===== src/rtl/pimd_pkg.sv =====
// pimd_pkg: shared types and constants of the pulse interval mode decoder
// item structs, event codes, register indexes and register file layout
// no dependencies
package pimd_pkg;

   typedef struct packed {
      logic        req_type;   // 0 falling edge, 1 poll
      logic [31:0] now_ms;
   } req_item_type;

   typedef enum logic [1:0] {
      EV_NONE    = 2'd0,
      EV_ENTER   = 2'd1,
      EV_EXIT    = 2'd2,
      EV_EXPIRED = 2'd3
   } event_type;

   typedef struct packed {
      event_type event_res;
      logic      service_mode;
   } rsp_item_type;

   localparam int unsigned CsrIndexWidth = 3;
   localparam int unsigned CsrDataWidth  = 31;

   localparam logic [CsrIndexWidth-1:0] CSR_BREAK_MIN     = 3'd0;
   localparam logic [CsrIndexWidth-1:0] CSR_SHORT_MIN     = 3'd1;
   localparam logic [CsrIndexWidth-1:0] CSR_SHORT_MAX     = 3'd2;
   localparam logic [CsrIndexWidth-1:0] CSR_DELIMITER_MIN = 3'd3;
   localparam logic [CsrIndexWidth-1:0] CSR_DELIMITER_MAX = 3'd4;
   localparam logic [CsrIndexWidth-1:0] CSR_TRAILER_MIN   = 3'd5;
   localparam logic [CsrIndexWidth-1:0] CSR_SYNC_TIMEOUT  = 3'd6;
   localparam logic [CsrIndexWidth-1:0] CSR_LEASE         = 3'd7;

   typedef struct packed {
      logic [15:0] break_min_ms;
      logic [15:0] short_min_ms;
      logic [15:0] short_max_ms;
      logic [15:0] delimiter_min_ms;
      logic [15:0] delimiter_max_ms;
      logic [15:0] trailer_min_ms;
      logic [15:0] sync_timeout_ms;
      logic [30:0] lease_ms;
   } cfg_type;

   localparam cfg_type CFG_RESET = '{
      break_min_ms:     16'd200,
      short_min_ms:     16'd20,
      short_max_ms:     16'd80,
      delimiter_min_ms: 16'd100,
      delimiter_max_ms: 16'd180,
      trailer_min_ms:   16'd200,
      sync_timeout_ms:  16'd500,
      lease_ms:         31'd60000
   };

   localparam logic [2:0] PULSES_ENTER = 3'd3;
   localparam logic [2:0] PULSES_EXIT  = 3'd4;

endpackage


===== src/rtl/pimd_csr.sv =====
// pimd_csr: configuration register file of the mode decoder
// depends on pimd_pkg for the register layout and indexes
module pimd_csr (
   input  logic                                   clock,
   input  logic                                   reset,
   input  logic                                   csr_we,
   input  logic [pimd_pkg::CsrIndexWidth-1:0]     csr_index,
   input  logic [pimd_pkg::CsrDataWidth-1:0]      csr_wdata,
   output pimd_pkg::cfg_type                      cfg
);

   pimd_pkg::cfg_type cfg_ff;
   pimd_pkg::cfg_type cfg_in;

   always_comb begin
      cfg_in = cfg_ff;
      if (csr_we) begin
         case (csr_index)
            pimd_pkg::CSR_BREAK_MIN:     cfg_in.break_min_ms     = csr_wdata[15:0];
            pimd_pkg::CSR_SHORT_MIN:     cfg_in.short_min_ms     = csr_wdata[15:0];
            pimd_pkg::CSR_SHORT_MAX:     cfg_in.short_max_ms     = csr_wdata[15:0];
            pimd_pkg::CSR_DELIMITER_MIN: cfg_in.delimiter_min_ms = csr_wdata[15:0];
            pimd_pkg::CSR_DELIMITER_MAX: cfg_in.delimiter_max_ms = csr_wdata[15:0];
            pimd_pkg::CSR_TRAILER_MIN:   cfg_in.trailer_min_ms   = csr_wdata[15:0];
            pimd_pkg::CSR_SYNC_TIMEOUT:  cfg_in.sync_timeout_ms  = csr_wdata[15:0];
            pimd_pkg::CSR_LEASE:         cfg_in.lease_ms         = csr_wdata;
            default:                     cfg_in = cfg_ff;
         endcase
      end
   end

   always_ff @(posedge clock) begin
      if (reset) begin
         cfg_ff <= pimd_pkg::CFG_RESET;
      end else begin
         cfg_ff <= cfg_in;
      end
   end

   assign cfg = cfg_ff;

endmodule


===== src/rtl/pimd_core.sv =====
// pimd_core: decoder state and the per-item step logic
// depends on pimd_pkg for item structs, event codes and register layout
module pimd_core (
   input  logic                    clock,
   input  logic                    reset,
   input  logic                    step,
   input  pimd_pkg::req_item_type  item,
   input  pimd_pkg::cfg_type       cfg,
   output pimd_pkg::rsp_item_type  result
);

   typedef enum logic [1:0] {
      PH_IDLE    = 2'd0,
      PH_SYNC    = 2'd1,
      PH_DELIM   = 2'd2,
      PH_PAYLOAD = 2'd3
   } phase_type;

   logic        have_edge_ff,      have_edge_in;
   phase_type   phase_ff,          phase_in;
   logic [2:0]  pulse_count_ff,    pulse_count_in;
   logic        active_ff,         active_in;
   logic        pending_ff,        pending_in;
   logic [31:0] last_edge_ff,      last_edge_in;
   logic [31:0] deadline_ff,       deadline_in;

   logic [31:0]         interval;
   logic [31:0]         since_deadline;
   logic [31:0]         new_deadline;
   logic                is_short;
   pimd_pkg::event_type ev;

   assign interval       = item.now_ms - last_edge_ff;
   assign since_deadline = item.now_ms - deadline_ff;
   assign new_deadline   = item.now_ms + {1'b0, cfg.lease_ms};
   assign is_short       = (interval >= 32'(cfg.short_min_ms)) &&
                           (interval <= 32'(cfg.short_max_ms));

   always_comb begin
      have_edge_in   = have_edge_ff;
      phase_in       = phase_ff;
      pulse_count_in = pulse_count_ff;
      active_in      = active_ff;
      pending_in     = pending_ff;
      last_edge_in   = last_edge_ff;
      deadline_in    = deadline_ff;
      ev             = pimd_pkg::EV_NONE;
      if (step) begin
         if (!item.req_type) begin
            last_edge_in = item.now_ms;
            if (!have_edge_ff) begin
               have_edge_in = 1'b1;
            end else begin
               case (phase_ff)
                  PH_IDLE: begin
                     if (interval >= 32'(cfg.break_min_ms)) phase_in = PH_SYNC;
                  end
                  PH_SYNC: begin
                     if (is_short) begin
                        phase_in = PH_DELIM;
                     end else begin
                        phase_in       = PH_IDLE;
                        pulse_count_in = '0;
                     end
                  end
                  PH_DELIM: begin
                     phase_in       = PH_IDLE;
                     pulse_count_in = '0;
                     if (interval >= 32'(cfg.delimiter_min_ms) &&
                         interval <= 32'(cfg.delimiter_max_ms)) begin
                        phase_in = PH_PAYLOAD;
                     end
                  end
                  PH_PAYLOAD: begin
                     if (interval >= 32'(cfg.trailer_min_ms)) begin
                        // trailer closes the frame, event reported by next poll
                        if (pulse_count_ff == pimd_pkg::PULSES_ENTER) begin
                           active_in  = 1'b1;
                           pending_in = 1'b1;
                        end else if (pulse_count_ff == pimd_pkg::PULSES_EXIT) begin
                           active_in   = 1'b0;
                           pending_in  = 1'b1;
                           deadline_in = '0;
                        end
                        phase_in       = PH_IDLE;
                        pulse_count_in = '0;
                     end else if (!is_short || pulse_count_ff >= pimd_pkg::PULSES_EXIT) begin
                        phase_in       = PH_IDLE;
                        pulse_count_in = '0;
                     end else begin
                        pulse_count_in = pulse_count_ff + 3'd1;
                     end
                  end
                  default: begin
                     phase_in = PH_IDLE;
                  end
               endcase
            end
         end else begin
            if (pending_ff) begin
               pending_in = 1'b0;
               if (active_ff) begin
                  deadline_in = new_deadline;
                  ev          = pimd_pkg::EV_ENTER;
               end else begin
                  ev = pimd_pkg::EV_EXIT;
               end
            end else if (active_ff && !since_deadline[31]) begin
               // wrap-safe: deadline reached within the last half range
               active_in   = 1'b0;
               deadline_in = '0;
               ev          = pimd_pkg::EV_EXPIRED;
            end else if (have_edge_ff) begin
               if (phase_ff == PH_PAYLOAD) begin
                  if (interval >= 32'(cfg.trailer_min_ms)) begin
                     phase_in       = PH_IDLE;
                     pulse_count_in = '0;
                     if (pulse_count_ff == pimd_pkg::PULSES_ENTER) begin
                        active_in   = 1'b1;
                        deadline_in = new_deadline;
                        ev          = pimd_pkg::EV_ENTER;
                     end else if (pulse_count_ff == pimd_pkg::PULSES_EXIT) begin
                        if (active_ff) begin
                           active_in   = 1'b0;
                           deadline_in = '0;
                        end
                        ev = pimd_pkg::EV_EXIT;
                     end
                  end
               end else if (phase_ff != PH_IDLE) begin
                  if (interval >= 32'(cfg.sync_timeout_ms)) begin
                     phase_in       = PH_IDLE;
                     pulse_count_in = '0;
                  end
               end
            end
         end
      end
   end

   always_ff @(posedge clock) begin
      if (reset) begin
         have_edge_ff   <= 1'b0;
         phase_ff       <= PH_IDLE;
         pulse_count_ff <= '0;
         active_ff      <= 1'b0;
         pending_ff     <= 1'b0;
         last_edge_ff   <= '0;
         deadline_ff    <= '0;
      end else begin
         have_edge_ff   <= have_edge_in;
         phase_ff       <= phase_in;
         pulse_count_ff <= pulse_count_in;
         active_ff      <= active_in;
         pending_ff     <= pending_in;
         last_edge_ff   <= last_edge_in;
         deadline_ff    <= deadline_in;
      end
   end

   assign result.event_res    = ev;
   assign result.service_mode = active_in;

endmodule


===== src/rtl/pulse_interval_mode_decoder.sv =====
// pulse_interval_mode_decoder: an accepted item waits in the input register,
// then step logic loads its result into the result register, raising rsp_valid
// throughput one item per cycle while rsp_ready holds; the single step stage sets the rate
// req_ready stays high while the result register drains or is free
// synchronous active-high reset clears core state and handshakes, presets CSRs
module pulse_interval_mode_decoder (
   input  logic                                clock,
   input  logic                                reset,
   input  logic                                req_valid,
   output logic                                req_ready,
   input  pimd_pkg::req_item_type              req_data,
   output logic                                rsp_valid,
   input  logic                                rsp_ready,
   output pimd_pkg::rsp_item_type              rsp_data,
   input  logic                                csr_we,
   input  logic [pimd_pkg::CsrIndexWidth-1:0]  csr_index,
   input  logic [pimd_pkg::CsrDataWidth-1:0]   csr_wdata
);

   pimd_pkg::cfg_type      cfg;
   pimd_pkg::rsp_item_type step_result;

   logic                   in_valid_ff, in_valid_in;
   pimd_pkg::req_item_type in_item_ff;
   logic                   out_valid_ff, out_valid_in;
   pimd_pkg::rsp_item_type out_item_ff;
   logic                   advance;
   logic                   req_take;

   // an item moves into the result register when that register is free or drains
   assign advance   = in_valid_ff && (!out_valid_ff || rsp_ready);
   assign req_ready = !in_valid_ff || advance;
   assign req_take  = req_valid && req_ready;

   assign in_valid_in  = req_take || (in_valid_ff && !advance);
   assign out_valid_in = advance || (out_valid_ff && !rsp_ready);

   pimd_csr u_csr (
      .clock     (clock),
      .reset     (reset),
      .csr_we    (csr_we),
      .csr_index (csr_index),
      .csr_wdata (csr_wdata),
      .cfg       (cfg)
   );

   pimd_core u_core (
      .clock  (clock),
      .reset  (reset),
      .step   (advance),
      .item   (in_item_ff),
      .cfg    (cfg),
      .result (step_result)
   );

   always_ff @(posedge clock) begin
      if (reset) begin
         in_valid_ff  <= 1'b0;
         out_valid_ff <= 1'b0;
      end else begin
         in_valid_ff  <= in_valid_in;
         out_valid_ff <= out_valid_in;
      end
      if (req_take) in_item_ff <= req_data;
      if (advance)  out_item_ff <= step_result;
   end

   assign rsp_valid = out_valid_ff;
   assign rsp_data  = out_item_ff;

`ifndef SYNTHESIS
   a_enter_active: assert property (@(posedge clock) disable iff (reset)
      rsp_valid && rsp_data.event_res == pimd_pkg::EV_ENTER |-> rsp_data.service_mode)
      else $error("enter reported without maintenance mode");

   a_leave_inactive: assert property (@(posedge clock) disable iff (reset)
      rsp_valid && (rsp_data.event_res == pimd_pkg::EV_EXIT ||
                    rsp_data.event_res == pimd_pkg::EV_EXPIRED)
      |-> !rsp_data.service_mode)
      else $error("exit or expiry reported while still in maintenance mode");

   a_no_drop: assert property (@(posedge clock) disable iff (reset)
      in_valid_ff && out_valid_ff && !rsp_ready |=> in_valid_ff && out_valid_ff)
      else $error("item lost while result register stalled");
`endif

endmodule

===== config.mk =====
export PLATFORM = sky130hd
export DESIGN_NAME = pulse_interval_mode_decoder
export DESIGN_NICKNAME = d
export VERILOG_FILES = /design/src/rtl/pimd_pkg.sv /design/src/rtl/pimd_csr.sv /design/src/rtl/pimd_core.sv /design/src/rtl/pulse_interval_mode_decoder.sv
export SDC_FILE = /design/constraint.sdc
export NUM_CORES = 1
export LEC_CHECK = 0
export ABC_AREA = 0
export CORE_MARGIN = 3
export CORE_UTILIZATION = 55
export DETAILED_ROUTE_END_ITERATION = 7
export DONT_BUFFER_PORTS = 1
export PLACE_DENSITY = 0.7
export SLEW_MARGIN = 20
export SYNTH_ARGS = -nofsm -noshare
export SYNTH_HDL_FRONTEND = slang
export SYNTH_SLANG_ARGS = --single-unit

===== constraint.sdc =====
create_clock -name clock -period 5.5 [get_ports clock]
set_input_delay 1.65 -clock clock [delete_from_list [all_inputs] [get_ports clock]]
set_output_delay 1.65 -clock clock [all_outputs]
set_load 0.005 [all_outputs]

=== Word-level counts from Yosys, hierarchy flattened ===
Cells that the tools add are included.

* Output and inout port bits: 5
* Logic and storage cells: 167
* Input port bits: 72
* Bits in registers: 253

* Order comparisons: 8
* Add/subtract/negate cells: 4
* Eq/ne operators: 23
* Bitwise gates (word level): 1
* Muxes and demuxes: 66
* Reduce and logical (&&, ||, !) cells: 44

{| class="wikitable"
|+ Operator list
! cell !! count
|-
| $mux 32 || 15
|-
| $ge 32x16->1 || 5
|-
| $le 32x16->1 || 2
|-
| $sub 32x32->32 || 2
|-
| $mux 2 || 22
|-
| $mux 3 || 12
|-
| $add 32x31->32 || 1
|-
| $reduce_and 10->1 || 2
|-
| $reduce_and 2->1 || 9
|-
| $eq 3x3->1 const B || 5
|-
| $mux 1 || 15
|-
| $reduce_and 12->1 || 1
|-
| $reduce_bool 3->1 || 4
|-
| $reduce_bool 2->1 || 5
|-
| $eq 3x2->1 const B || 3
|-
| $ne 3x2->1 const B || 3
|-
| $pmux 3 s3 || 1
|-
| $pmux 2 s4 || 1
|-
| $reduce_bool 4->1 || 2
|-
| $logic_and 1x1->1 || 7
|-
| $ne 7x7->1 const B || 1
|-
| $logic_not 1->1 || 6
|-
| $ne 2x2->1 const B || 3
|-
| $ne 3x1->1 const B || 2
|-
| 12 further kinds || 17
|}

=== Logic depth before layout (Yosys ltp) ===
* Depth in word-level cells: 10
* Mapped depth: 22
* Mapped depth without buffers: 22

=== Modules after synthesis ===
A second synthesis with hierarchy kept.

* Cell total of the unflattened synthesis: 1925
* Area total of the unflattened synthesis: 17055.1 µm²

{| class="wikitable"
|+ Modules (own cells, without submodules)
! module !! cells each !! area each (µm²) !! instances !! sequential area each (µm²)
|-
| pimd_core || 1351 || 10189.8 || 1 || 1441.4
|-
| pimd_csr || 528 || 5680.4 || 1 || 2862.7
|-
| pulse_interval_mode_decoder || 46 || 1184.9 || 1 || 1121.1
|}

=== Worst setup path after synthesis ===
OpenSTA, ideal clock, no wires.

* Path type: flip-flop to flip-flop
* Start: register in_item_ff[1] (netlist bit)
* End: register u_core.phase_ff[0]
* Clock period less this slack: 4.546 ns
* Setup time: 0.117 ns
* Data arrival time: 4.429 ns
* Path buffers: 0
* Required time: 5.383 ns
* Path slack: 0.954 ns
* Stages on the path, launching flop included: 21
* Cells stage by stage: edfxtp_1 ha_1 nor2b_4 o31a_1 o31a_1 nor2_1 nor2_1 o21ai_0 nand2b_1 a21oi_1 xnor2_1 ha_1 nor2b_1 o21ai_0 nand3_1 o221ai_1 a211o_1 nor4_1 or4b_2 a21o_1 a32o_1

* Longest elaborated chain between the ends: 7

{| class="wikitable"
|+ Ends and longest elaborated chain
! element !! line !! RTL
|-
| start, declared || pulse_interval_mode_decoder.sv:24 || <nowiki>pimd_pkg::req_item_type in_item_ff;</nowiki>
|-
| start signal, assigned || pulse_interval_mode_decoder.sv:64 || <nowiki>if (req_take) in_item_ff <= req_data;</nowiki>
|-
| $sub 32x32->32 || pimd_core.sv:33 || <nowiki>assign interval = item.now_ms - last_edge_ff;</nowiki>
|-
| $ge 32x16->1, or another cell as far along || pimd_core.sv:69 || <nowiki>if (interval >= 32'(cfg.delimiter_min_ms) &&</nowiki>
|-
| $logic_and 1x1->1 (on tied branches) || pimd_core.sv:69, pimd_core.sv:36 ||
|-
| $mux 2 or $logic_not 1->1 (tied branches) || pimd_core.sv:69, pimd_core.sv:87 ||
|-
| $pmux 2 s4 or $logic_or 1x1->1 (tied branches) || pimd_core.sv:54, pimd_core.sv:87 ||
|-
| $mux 2 or $ne 3x1->1 (tied branches) || - ||
|-
| $mux 2 or $reduce_and 10->1 (tied branches) || - ||
|-
| end signal, assigned || pimd_core.sv:152 || <nowiki>phase_ff <= phase_in;</nowiki>
|-
| end, declared || pimd_core.sv:20 || <nowiki>phase_type phase_ff, phase_in;</nowiki>
|}

Several ways; a longest one is shown, not always the timed one. The select of a mux whose other input is x is not followed.
A chain may end at the register's enable or synchronous reset.

=== Worst setup path in the final report ===
* Start: register in_item_ff[0] (netlist bit)
* End: register u_core.phase_ff[0]

Same word-level chain as after synthesis.

==> flow_results.xml <==
<?xml version="1.0" encoding="UTF-8"?>
<metrics>
  <group name="global_route">
    <metric name="grt.met1_usage" unit="%">39.1</metric>
    <metric name="grt_remaining_overflow" unit="">0</metric>
    <metric name="via_count_of_the_first_global_routing_pass" unit="">13600</metric>
    <metric name="met3_usage_grt" unit="%">4.36</metric>
    <metric name="global_route.usage.met2" unit="%">44.5</metric>
    <metric name="grt_antenna_before_repair" unit="">1</metric>
    <metric name="grt_pass1_wl" unit="mm">71.8</metric>
    <metric name="track_usage" unit="%">28.0</metric>
    <metric name="largest_net_degree_at_the_start_of_global_routing" unit="">158</metric>
    <metric name="globalRoute.busiestLayer" unit="">met2</metric>
  </group>
  <group name="die">
    <metric name="die_width" unit="microns">179</metric>
    <metric name="floorplan.initialDensity" unit="%">56.5</metric>
    <metric name="floorplan.die_area" unit="sq mm">0.0320</metric>
    <metric name="std_cell_rows" unit="">62</metric>
    <metric name="num_ports" unit="">77</metric>
    <metric name="fp.dieH" unit="microns">179</metric>
    <metric name="design.core.area" unit="sq mm">0.0291</metric>
  </group>
  <group name="timing">
    <metric name="final_setup_tns" unit="ps">0</metric>
    <metric name="post-route-period-util" unit="%">92.3</metric>
    <metric name="finalMaxSlewViolations" unit="">0</metric>
    <metric name="finClkSkew" unit="ps">13.1</metric>
    <metric name="slew_headroom" unit="%">34.8</metric>
    <metric name="grt_setup_unrepaired" unit="">false</metric>
    <metric name="fmaxAchievable" unit="MHz">197</metric>
    <metric name="final.hold.worst_slack" unit="ps">453</metric>
    <metric name="setup_viol" unit="">0</metric>
    <metric name="hold_violations" unit="">0</metric>
    <metric name="tightest_slew" unit="ps">977</metric>
    <metric name="period_minus_slack" unit="ps">5070</metric>
  </group>
  <group name="synth">
    <metric name="syn-mean-instance-area" unit="sq um">8.01</metric>
    <metric name="yosysTopAreaCellShare" unit="%">26.5</metric>
    <metric name="synth_ff_type" unit="">sky130_fd_sc_hd__dfxtp_1</metric>
    <metric name="syn-num-nets" unit="">2331</metric>
    <metric name="post-synth-top-area-cell" unit="">sky130_fd_sc_hd__dfxtp_1</metric>
    <metric name="synth_edf_count" unit="">36</metric>
    <metric name="seq_area_frac_synth" unit="%">33.0</metric>
    <metric name="postSynthRegisterBits" unit="">253</metric>
    <metric name="synthDistinctLibCells" unit="">96</metric>
    <metric name="synth.top_cells.by_area" unit="">sky130_fd_sc_hd__dfxtp_1 (26%), sky130_fd_sc_hd__ha_1 (16%), sky130_fd_sc_hd__nand2_1 (10%), sky130_fd_sc_hd__a21oi_1 (7.3%), sky130_fd_sc_hd__edfxtp_1 (6.6%)</metric>
    <metric name="synth-async-reset-ratio" unit="%">0</metric>
    <metric name="yosys.cell_count.top_type" unit="">sky130_fd_sc_hd__nand2_1</metric>
    <metric name="ys_warn_count" unit="">0</metric>
    <metric name="post_synth_instance_area" unit="sq mm">0.0164</metric>
    <metric name="netlist_top_cells_count" unit="">sky130_fd_sc_hd__nand2_1 (453), sky130_fd_sc_hd__a21oi_1 (240), sky130_fd_sc_hd__dfxtp_1 (217), sky130_fd_sc_hd__ha_1 (207), sky130_fd_sc_hd__inv_1 (186)</metric>
    <metric name="netlist_instances" unit="">2050</metric>
  </group>
  <group name="cells_and_area">
    <metric name="nFillCells" unit="">2685</metric>
    <metric name="syn2layout_area_growth" unit="%">7.44</metric>
    <metric name="layout-drive-gt1-share" unit="%">5.45</metric>
    <metric name="utilization" unit="%">60.7</metric>
    <metric name="final-instance-count-excl-fill" unit="">2421</metric>
    <metric name="multi_input_gate_area_in_the_final_layout" unit="sq mm">0.00986</metric>
    <metric name="ff_latch_area" unit="sq mm">0.00543</metric>
    <metric name="finalNetCount" unit="">2294</metric>
  </group>
  <group name="placed_design">
    <metric name="detailed_place_hpwl" unit="mm">32.1</metric>
    <metric name="place_inst" unit="">2366</metric>
    <metric name="port_buffers" unit="">0</metric>
    <metric name="final_wtd_congestion" unit="">0.954</metric>
  </group>
  <group name="clock_network">
    <metric name="cts.hold.buffers_added" unit="">0</metric>
    <metric name="clk_pin_slew" unit="ps">60</metric>
    <metric name="clock_latency" unit="ps">570</metric>
    <metric name="cts_max_path_buffers" unit="">3</metric>
    <metric name="clk_root_buffer_cell" unit="">sky130_fd_sc_hd__clkbuf_16</metric>
    <metric name="number_of_buffers_created_by_cts" unit="">29</metric>
    <metric name="cts_tree" unit="">built</metric>
    <metric name="cts_post_setup_buffers_inserted" unit="">0</metric>
    <metric name="cts_num_sinks" unit="">253</metric>
    <metric name="cts_h_tree_depth" unit="">1</metric>
    <metric name="post_cts_resized" unit="">0</metric>
  </group>
  <group name="pwr">
    <metric name="power.share.sequential" unit="%">40.0</metric>
    <metric name="power_density" unit="mW/mm^2">279</metric>
    <metric name="fraction_of_power_consumed_by_the_clock_network" unit="%">41.3</metric>
    <metric name="pwr-share-comb" unit="%">18.7</metric>
    <metric name="internal_power" unit="uW">3520</metric>
    <metric name="p_switching" unit="uW">1400</metric>
    <metric name="swShare" unit="%">28.4</metric>
    <metric name="power_leakage" unit="uW">0.00679</metric>
    <metric name="vdd_ir_drop_max" unit="uV">287</metric>
  </group>
  <group name="route">
    <metric name="drt-initial-drc-count" unit="">995</metric>
    <metric name="detail-route-antenna-nets" unit="">0</metric>
    <metric name="vias_per_cell" unit="">5.92</metric>
    <metric name="detail_route.drc_violations" unit="">0</metric>
    <metric name="wire_per_inst" unit="microns">18.5</metric>
    <metric name="totalWireLength" unit="mm">44.8</metric>
    <metric name="first_pass_iters" unit="">6</metric>
    <metric name="num_vias" unit="">14300</metric>
  </group>
  <group name="run_status">
    <metric name="run_status" unit="">finished clean</metric>
  </group>
  <group name="job">
    <metric name="max_cap_violations" unit="">0</metric>
  </group>
  <group name="worst_setup_path">
    <metric name="worst-setup-path-type" unit="">flop to flop</metric>
    <metric name="cp_data_required_time" unit="ps">5950</metric>
    <metric name="worst-path-max-fanout" unit="">5</metric>
    <metric name="start_kind" unit="">flop</metric>
    <metric name="cp.arrival" unit="ps">5530</metric>
    <metric name="worst_setup_path_end_kind" unit="">flop</metric>
  </group>
  <group name="min_path">
    <metric name="hold_removal_path_class" unit="">flop to flop</metric>
  </group>
</metrics>
==> state kept, by name (all words and copies together) (netlist names), 2 cells and up <==
register / flops
in_item_ff: 33
rsp_data: 3
u_core.deadline_ff: 32
u_core.last_edge_ff: 32
u_core.phase_ff: 2
u_core.pulse_count_ff: 3
u_csr.cfg: 143
==> power groups by stage <==
stage	logic [uW]	clock network [uW]	registers, uW
floorplan	694	0	1990
global placement	874	0	2010
detailed placement	894	0	2010
CTS	905	2070	1970
global route	1040	2140	1970
finish	918	2040	1970
==> cell usage in the layout (no fill, tap or decap), types with 14 or more instances in the layout <==
cell / count
sky130_fd_sc_hd__xnor2_1: 26
sky130_fd_sc_hd__nor2b_1: 23
sky130_fd_sc_hd__o21ai_0: 59
sky130_fd_sc_hd__buf_4: 23
sky130_fd_sc_hd__a211oi_1: 15
sky130_fd_sc_hd__o211ai_1: 32
sky130_fd_sc_hd__nand4_1: 21
sky130_fd_sc_hd__ha_1: 207
sky130_fd_sc_hd__nand2b_1: 33
sky130_fd_sc_hd__a21o_1: 56
sky130_fd_sc_hd__inv_1: 185
sky130_fd_sc_hd__a21oi_1: 240
sky130_fd_sc_hd__dfxtp_1: 217
sky130_fd_sc_hd__nand2_1: 453
sky130_fd_sc_hd__xor2_1: 16
sky130_fd_sc_hd__nor2_1: 64
sky130_fd_sc_hd__nand3_1: 34
sky130_fd_sc_hd__edfxtp_1: 36
sky130_fd_sc_hd__nor3_1: 14
sky130_fd_sc_hd__o21a_1: 23
sky130_fd_sc_hd__clkbuf_16: 30
sky130_fd_sc_hd__mux2i_1: 35
==> layout make-up <==
cell class	instances	share of cell area, %
sequential	253	30.7
timing repair buffer	23	0.979
tap	384	2.72
clock buffer	42	4.85
inverter	186	3.96
clock inverter	12	0.865
multi-input combinational	1520	55.9
antenna	1	0.0142
==> path summary, 6_finish.rpt <==
| kind | startpoint | to | slack (ps) | cells past startpoint |
|---|---|---|---|---|
| setup / recovery | in_item_ff[0] | u_core.phase_ff[0] | 430 | 21 |
| hold / removal | u_core.last_edge_ff[7] | u_core.last_edge_ff[7] | 450 | 2 |
| setup reg to reg | in_item_ff[0] | u_core.phase_ff[0] | 430 | 21 |
| hold reg to reg | u_core.last_edge_ff[7] | u_core.last_edge_ff[7] | 450 | 2 |
==> critical path, cell delays in order (launching register included) <==
cell                        delay [ps]
sky130_fd_sc_hd__edfxtp_1          380
sky130_fd_sc_hd__inv_1              60
sky130_fd_sc_hd__ha_1              240
sky130_fd_sc_hd__fa_1              420
sky130_fd_sc_hd__nand2b_1          180
sky130_fd_sc_hd__a21oi_1           310
sky130_fd_sc_hd__o21ai_1           160
sky130_fd_sc_hd__nand2_1           190
sky130_fd_sc_hd__nand3_1           100
sky130_fd_sc_hd__nand2_1            90
sky130_fd_sc_hd__xor2_1            460
sky130_fd_sc_hd__ha_1              350
sky130_fd_sc_hd__nand3_1            70
sky130_fd_sc_hd__nor2_1             60
sky130_fd_sc_hd__o2111ai_1         110
sky130_fd_sc_hd__a21oi_1            90
sky130_fd_sc_hd__o221ai_1          220
sky130_fd_sc_hd__a211o_1           230
sky130_fd_sc_hd__nor4_1            110
sky130_fd_sc_hd__or4b_2            670
sky130_fd_sc_hd__a21o_1            220
sky130_fd_sc_hd__a32o_1            250
==> cell families after synthesis <==
family          Yosys count  synth area share, %
xor+xnor                 42                 2.24
compound gates          521                 20.0
simple gates            711                 19.3
fa+ha+maj               209                 16.0
mux                      37                 2.29
buf+inv                 277                 7.12
flops                   253                 33.0
==> layer usage <==
metal  part of all wire, %  vias up  routed length, microns
met5                     0        -                       0
met4                   3.2        0                    1430
met3                   6.6       90                    2940
met2                    44      454                   19700
met1                    46     6755                   20700
li1                      -     7027                       -
==> metrics by stage <==
step                total power, uW  area [sq um]  setup slack (ps)
CTS                            4940         17600               516
floorplan                      2690         16400               954
global route                   5150         17600               132
global placement               2880         16600               730
detailed placement             2900         16600               603
finish                         4920         17600               426
Power figures use the tool's default switching activity.
